===== src/rmp_pkg.sv =====
`timescale 1ns / 1ps
// ----------------------------------------------------------------------------
// rmp_pkg
// Shared constants and types for the modular matrix power unit.
// ----------------------------------------------------------------------------
package rmp_pkg;

  localparam int unsigned MOD_W   = 30;
  localparam int unsigned EXP_W   = 63;
  localparam int unsigned ORDER_W = 5;
  localparam int unsigned DEF_MAX_ORDER = 16;

  localparam logic [MOD_W-1:0] MODULUS = 30'd1000000007;

  // Barrett constant floor(2^60 / MODULUS), fits in 31 bits
  localparam logic [63:0] MU_FULL = 64'h1000_0000_0000_0000 / 64'd1000000007;
  localparam logic [30:0] MU      = MU_FULL[30:0];

  typedef struct packed {
    logic first;  // first term of a dot product
    logic last;   // last term, result goes to memory
  } mac_tag_t;

endpackage


===== src/rmp_modmac.sv =====
`timescale 1ns / 1ps
// ----------------------------------------------------------------------------
// rmp_modmac
// Pipelined modular multiply-accumulate: product, Barrett reduction, sum.
// ----------------------------------------------------------------------------
module rmp_modmac
  import rmp_pkg::*;
#(
  parameter int unsigned AW = 10
) (
  input  logic             clk_i,
  input  logic             rst_ni,
  input  logic             valid_i,
  input  mac_tag_t         tag_i,
  input  logic [AW-1:0]    waddr_i,
  input  logic [MOD_W-1:0] x_i,
  input  logic [MOD_W-1:0] y_i,
  output logic             wr_en_o,
  output logic [AW-1:0]    wr_addr_o,
  output logic [MOD_W-1:0] wr_data_o,
  output logic             busy_o
);

  localparam logic [31:0] MOD32  = 32'(MODULUS);
  localparam logic [31:0] MOD32X2 = MOD32 << 1;

  logic           v1_q, v2_q, v3_q, v4_q, wr_q;
  mac_tag_t       t1_q, t2_q, t3_q, t4_q;
  logic [AW-1:0]  a1_q, a2_q, a3_q, a4_q, wa_q;
  logic [59:0]    p1_q;
  logic [61:0]    h2_q;
  logic [31:0]    p2_q, p3_q, qm3_q;
  logic [MOD_W-1:0] r4_q, acc_q, wd_q;

  logic [31:0]      rem;
  logic [31:0]      rem_fix;
  logic [MOD_W:0]   sum;
  logic [MOD_W-1:0] res;

  always_comb begin
    rem = p3_q - qm3_q;
    if (rem >= MOD32X2) begin
      rem_fix = rem - MOD32X2;
    end else if (rem >= MOD32) begin
      rem_fix = rem - MOD32;
    end else begin
      rem_fix = rem;
    end
    sum = {1'b0, (t4_q.first ? '0 : acc_q)} + {1'b0, r4_q};
    if (sum >= {1'b0, MODULUS}) begin
      sum = sum - {1'b0, MODULUS};
    end
    res = sum[MOD_W-1:0];
  end

  always_ff @(posedge clk_i or negedge rst_ni) begin
    if (!rst_ni) begin
      v1_q <= 1'b0;
      v2_q <= 1'b0;
      v3_q <= 1'b0;
      v4_q <= 1'b0;
      wr_q <= 1'b0;
    end else begin
      v1_q <= valid_i;
      v2_q <= v1_q;
      v3_q <= v2_q;
      v4_q <= v3_q;
      wr_q <= v4_q & t4_q.last;
    end
  end

  always_ff @(posedge clk_i) begin
    t1_q  <= tag_i;
    a1_q  <= waddr_i;
    p1_q  <= 60'(x_i) * 60'(y_i);
    t2_q  <= t1_q;
    a2_q  <= a1_q;
    p2_q  <= p1_q[31:0];
    h2_q  <= 62'(p1_q[59:29]) * 62'(MU);
    t3_q  <= t2_q;
    a3_q  <= a2_q;
    p3_q  <= p2_q;
    qm3_q <= 32'(h2_q[61:31]) * MOD32;
    t4_q  <= t3_q;
    a4_q  <= a3_q;
    r4_q  <= rem_fix[MOD_W-1:0];
    if (v4_q) begin
      acc_q <= res;
    end
    wd_q <= res;
    wa_q <= a4_q;
  end

  assign wr_en_o   = wr_q;
  assign wr_addr_o = wa_q;
  assign wr_data_o = wd_q;
  assign busy_o    = v1_q | v2_q | v3_q | v4_q | wr_q;

endmodule

===== config.mk =====
export PLATFORM = sky130hd
export DESIGN_NAME = rmp_modmac
export DESIGN_NICKNAME = d
export VERILOG_FILES = /design/src/rmp_pkg.sv /design/src/rmp_modmac.sv
export SDC_FILE = /design/constraint.sdc
export NUM_CORES = 2
export LEC_CHECK = 0
export ABC_AREA = 1
export BUFFER_PORTS_ARGS = -buffer_cell sky130_fd_sc_hd__buf_4
export CORE_ASPECT_RATIO = 0.6
export CORE_MARGIN = 2
export CORE_UTILIZATION = 50
export DETAILED_ROUTE_END_ITERATION = 8
export PLACE_DENSITY = 0.76
export SLEW_MARGIN = 5
export SYNTH_ARGS = -nofsm -noshare
export SYNTH_HDL_FRONTEND = slang
export SYNTH_SLANG_ARGS = --single-unit

===== constraint.sdc =====
create_clock -name clk_i -period 8.85 [get_ports clk_i]
set_input_delay 1.3275 -clock clk_i [delete_from_list [all_inputs] [get_ports clk_i]]
set_output_delay 1.3275 -clock clk_i [all_outputs]
set_load 0.02 [all_outputs]

==> flow_results.xml <==
<?xml version="1.0" encoding="UTF-8"?>
<metrics>
  <group name="outcome">
    <metric name="result_of_the_run" unit="">complete, no violations</metric>
  </group>
  <group name="cts">
    <metric name="cts_tree" unit="">done</metric>
    <metric name="post_cts.repair.setup_buffers" unit="">0</metric>
    <metric name="tritoncts.num_buffers" unit="">36</metric>
    <metric name="cts-resized-gates" unit="">0</metric>
    <metric name="clk_pin_slew_worst_paths" unit="ns">0.07</metric>
    <metric name="post_cts_hold_buffer_count" unit="">0</metric>
    <metric name="max-clock-path-buffers" unit="">3</metric>
    <metric name="cts.root.buffer_cell" unit="">sky130_fd_sc_hd__clkbuf_16</metric>
    <metric name="htreeDepth" unit="">2</metric>
    <metric name="clock_latency" unit="ns">0.58</metric>
    <metric name="cts.sink_count" unit="">340</metric>
  </group>
  <group name="routing">
    <metric name="drt_iter0_drc" unit="">6383</metric>
    <metric name="drcViolationCount" unit="">0</metric>
    <metric name="via_density_per_instance" unit="">5.395</metric>
    <metric name="drt_pass1_iterations" unit="">7</metric>
    <metric name="via_count" unit="">55560</metric>
    <metric name="route.detailed.wl_per_inst" unit="um">20.88</metric>
    <metric name="antenna_violating_nets_post_route" unit="">0</metric>
    <metric name="detail_route.wirelength" unit="um">215100</metric>
  </group>
  <group name="timing">
    <metric name="max_clock_freq" unit="GHz">0.1232</metric>
    <metric name="final.min_clock_period" unit="ns">8.116</metric>
    <metric name="post-route-period-util" unit="">0.9171</metric>
    <metric name="grt_setup_unrepaired" unit="">no</metric>
    <metric name="final-hold-violation-count" unit="">0</metric>
    <metric name="timing.setup.tns" unit="ns">0</metric>
    <metric name="number_of_setup_violations_in_the_final_report" unit="">0</metric>
    <metric name="worst_clock_skew" unit="ns">0.02394</metric>
    <metric name="slew_viol_final" unit="">0</metric>
    <metric name="timing_worst_slew_pin_value" unit="ns">1.093</metric>
    <metric name="slew_headroom" unit="">0.2703</metric>
  </group>
  <group name="layout">
    <metric name="synthToLayoutAreaGrowth" unit="%">5.893</metric>
    <metric name="commonest_non_fill_non_tap_cells_in_the_layout" unit="">2,331 x sky130_fd_sc_hd__inv_1, 2,023 x sky130_fd_sc_hd__nand2_1, 1,225 x sky130_fd_sc_hd__fa_1</metric>
    <metric name="antennaDiodeCount" unit="">0</metric>
    <metric name="num-nets-final" unit="">10600</metric>
    <metric name="drive_gt1_frac" unit="">0.03354</metric>
    <metric name="layout.cells.most_common" unit="">sky130_fd_sc_hd__inv_1</metric>
  </group>
  <group name="yosys">
    <metric name="synth.net_count" unit="">10580</metric>
    <metric name="synth_sequential_area_ratio" unit="">0.1056</metric>
    <metric name="postSynthAreaPerCell" unit="sq um">7.989</metric>
    <metric name="synth_cell_types" unit="">58</metric>
    <metric name="synthesis.area" unit="sq um">67530</metric>
    <metric name="ys_warn_count" unit="">0</metric>
    <metric name="yosys_register_bits" unit="">340</metric>
    <metric name="post_synth_inst_count" unit="">8453</metric>
  </group>
  <group name="worst_setup_path">
    <metric name="timing.critical_path.from_type" unit="">input pin</metric>
    <metric name="critical_path.top_delay_family" unit="">adder cells</metric>
    <metric name="crit_path_max_fanout" unit="">20</metric>
    <metric name="crit_path_end_kind" unit="">flop</metric>
    <metric name="crit_type" unit="">in2reg</metric>
    <metric name="critPathSlowestCell" unit="">sky130_fd_sc_hd__fa_1</metric>
    <metric name="critical-path-top-cell-by-count" unit="">sky130_fd_sc_hd__fa_1</metric>
    <metric name="worst-r2r-setup-slack" unit="ns">1.80</metric>
    <metric name="timing.critical_path.required" unit="ns">9.34</metric>
    <metric name="arrival" unit="ns">8.61</metric>
    <metric name="crit_path_max_incr_delay" unit="ns">0.67</metric>
    <metric name="critical_path.n_buffers_inverters" unit="">7</metric>
  </group>
  <group name="floorplanning">
    <metric name="core" unit="sq um">134000</metric>
    <metric name="floorplan.initialDensity" unit="">0.5039</metric>
    <metric name="row_count" unit="">104</metric>
    <metric name="dieWidth" unit="um">478.5</metric>
    <metric name="io_pins" unit="">117</metric>
    <metric name="floorplan_die_height" unit="um">288.7</metric>
    <metric name="die_area" unit="sq um">138100</metric>
  </group>
  <group name="grt">
    <metric name="globalRoute.totalOverflow" unit="">0</metric>
    <metric name="antenna_found_initial" unit="">1</metric>
    <metric name="first_pass_grt_wire_length" unit="um">330700</metric>
    <metric name="vias_in_the_first_global_route" unit="">55930</metric>
    <metric name="globalRouteTotalUtil" unit="">0.3131</metric>
    <metric name="grt_max_degree" unit="">57</metric>
  </group>
  <group name="place">
    <metric name="place_congestion" unit="">1.021</metric>
    <metric name="hpwlAfterDp" unit="um">180200</metric>
    <metric name="placement.io_buffers" unit="">116</metric>
  </group>
  <group name="run">
    <metric name="timing.max_cap.violations" unit="">0</metric>
  </group>
  <group name="min_path">
    <metric name="min-delay-path-class" unit="">reg2reg</metric>
  </group>
</metrics>
## final cells by class
class                           count  area (sq um)
Clock buffer                       49          1021
Multi-Input combinational cell   5570         50780
Sequential cell                   340          7132
Tap cell                         1802          2255
Fill cell                       12380         62510
Clock inverter                     16         138.9
Timing Repair Buffer              182          1404
Inverter                         2340          8783
## worst register-to-register path: stages, from the launching register on
cell	delay, ns
sky130_fd_sc_hd__dfxtp_1	0.71
sky130_fd_sc_hd__inv_1	0.39
sky130_fd_sc_hd__fa_1	0.57
sky130_fd_sc_hd__fa_1	0.50
sky130_fd_sc_hd__inv_1	0.05
sky130_fd_sc_hd__ha_1	0.26
sky130_fd_sc_hd__inv_1	0.05
sky130_fd_sc_hd__fa_1	0.47
sky130_fd_sc_hd__fa_1	0.53
sky130_fd_sc_hd__fa_1	0.49
sky130_fd_sc_hd__inv_1	0.05
sky130_fd_sc_hd__fa_1	0.58
sky130_fd_sc_hd__ha_1	0.44
sky130_fd_sc_hd__nand2_1	0.11
sky130_fd_sc_hd__nor2_1	0.18
sky130_fd_sc_hd__nand2_1	0.11
sky130_fd_sc_hd__nor2_1	0.15
sky130_fd_sc_hd__or3b_2	0.46
sky130_fd_sc_hd__nand3_1	0.30
sky130_fd_sc_hd__a21oi_1	0.16
sky130_fd_sc_hd__nand3b_1	0.18
sky130_fd_sc_hd__nand2_1	0.11
sky130_fd_sc_hd__xor2_1	0.15
## flip-flops by register name, summed over array words and instances, names as in the netlist, 10 cells and up
register and flops:
a3_q 10, qm3_q 32, wr_addr_o 10, acc_q 30
a1_q 10, wr_data_o 30, h2_q 31, r4_q 30
p1_q 60, a2_q 10, p2_q 32, p3_q 32
a4_q 10
## metrics by stage
| stage | utilization | instance area [sq um] | std cells | hold slack (ns) | setup slack, ns |
|---|---|---|---|---|---|
| after floorplan | - | 67530 | 8453 | 0.3096 | 1.164 |
| after global placement | 0.5249 | 70360 | 10230 | 0.3096 | 0.3059 |
| after detailed placement | 0.5249 | 70360 | 10230 | 0.3121 | 0.3206 |
| after CTS | 0.5336 | 71510 | 10300 | 0.3189 | 0.9055 |
| after global routing | 0.5336 | 71510 | 10300 | 0.3306 | 0.4867 |
| final | 0.5336 | 71510 | 10300 | 0.3174 | 0.7339 |
## cells in the mapped netlist, drive strengths merged
| master | n | area [sq um] |
|---|---|---|
| nand2 | 2032 | 7650 |
| a21oi | 250 | 1259 |
| and2 | 6 | 37.54 |
| buf | 19 | 147.6 |
| a221oi | 1 | 8.760 |
| inv | 2339 | 8780 |
| o211ai | 10 | 75.07 |
| o311ai | 2 | 17.52 |
| or3 | 1 | 6.260 |
| fa | 1225 | 24520 |
| nor4b | 1 | 8.760 |
| and3 | 2 | 12.51 |
| a211oi | 4 | 30.03 |
| o21bai | 10 | 75.07 |
| edfxtp | 30 | 900.9 |
| o221ai | 7 | 61.31 |
| a21boi | 6 | 48.80 |
| nor2 | 382 | 1466 |
| or3b | 1 | 8.760 |
| nand3 | 228 | 1169 |
| a2111oi | 3 | 26.28 |
| clkinv | 1 | 3.750 |
| xor2 | 136 | 1206 |
| o21ai | 171 | 855.8 |
| nand3b | 9 | 67.56 |
| o211a | 1 | 10.01 |
| dfxtp | 305 | 6106 |
| nor4 | 10 | 62.56 |
| ha | 827 | 10350 |
| o41ai | 1 | 8.760 |
| o21a | 17 | 127.6 |
| nor3 | 34 | 190.2 |
| dfrtp | 5 | 125.1 |
| xnor2 | 64 | 575.6 |
| or2 | 2 | 12.52 |
| nand4 | 58 | 369.1 |
| nor3b | 1 | 12.51 |
| o31ai | 3 | 22.52 |
| o2111ai | 2 | 17.52 |
| a31oi | 49 | 306.5 |
| clkbuf | 184 | 690.7 |
| a21o | 14 | 105.1 |
## kinds of logic (layout without fill, tap and decap cells)
group,Yosys count,in the layout,share of synthesized area
compound gates,551,551,0.04524
xor+xnor,200,200,0.02638
fa+ha+maj,2052,2052,0.5163
buf+inv,2543,2587,0.1425
flops,340,340,0.1056
simple gates,2767,2767,0.1640
## path summary, 6_finish.rpt
kind / start / end / depth (start not counted)
worst max register to register: p1_q[58] / h2_q[60] / 22
max in group asynchronous: rst_ni / v4_q / 1
worst min register to register: p2_q[31] / p3_q[31] / 0
worst max-delay path: y_i[4] / p1_q[36] / 26
min in group asynchronous: rst_ni / v1_q / 1
worst min-delay path: p2_q[31] / p3_q[31] / 0
## per-layer routing
| layer | up-vias | routed length (um) | GRT usage |
|---|---|---|---|
| met4 | 4 | 5338 | 0.06838 |
| met5 | - | 170 | 0.01036 |
| met1 | 26860 | 93050 | 0.4667 |
| li1 | 24930 | - | - |
| met3 | 314 | 33700 | 0.1198 |
| met2 | 3451 | 82810 | 0.4245 |
Power is left out: the tool's default activity adds up to more than one toggle a clock period on the data nets, which glitch-free logic cannot reach.
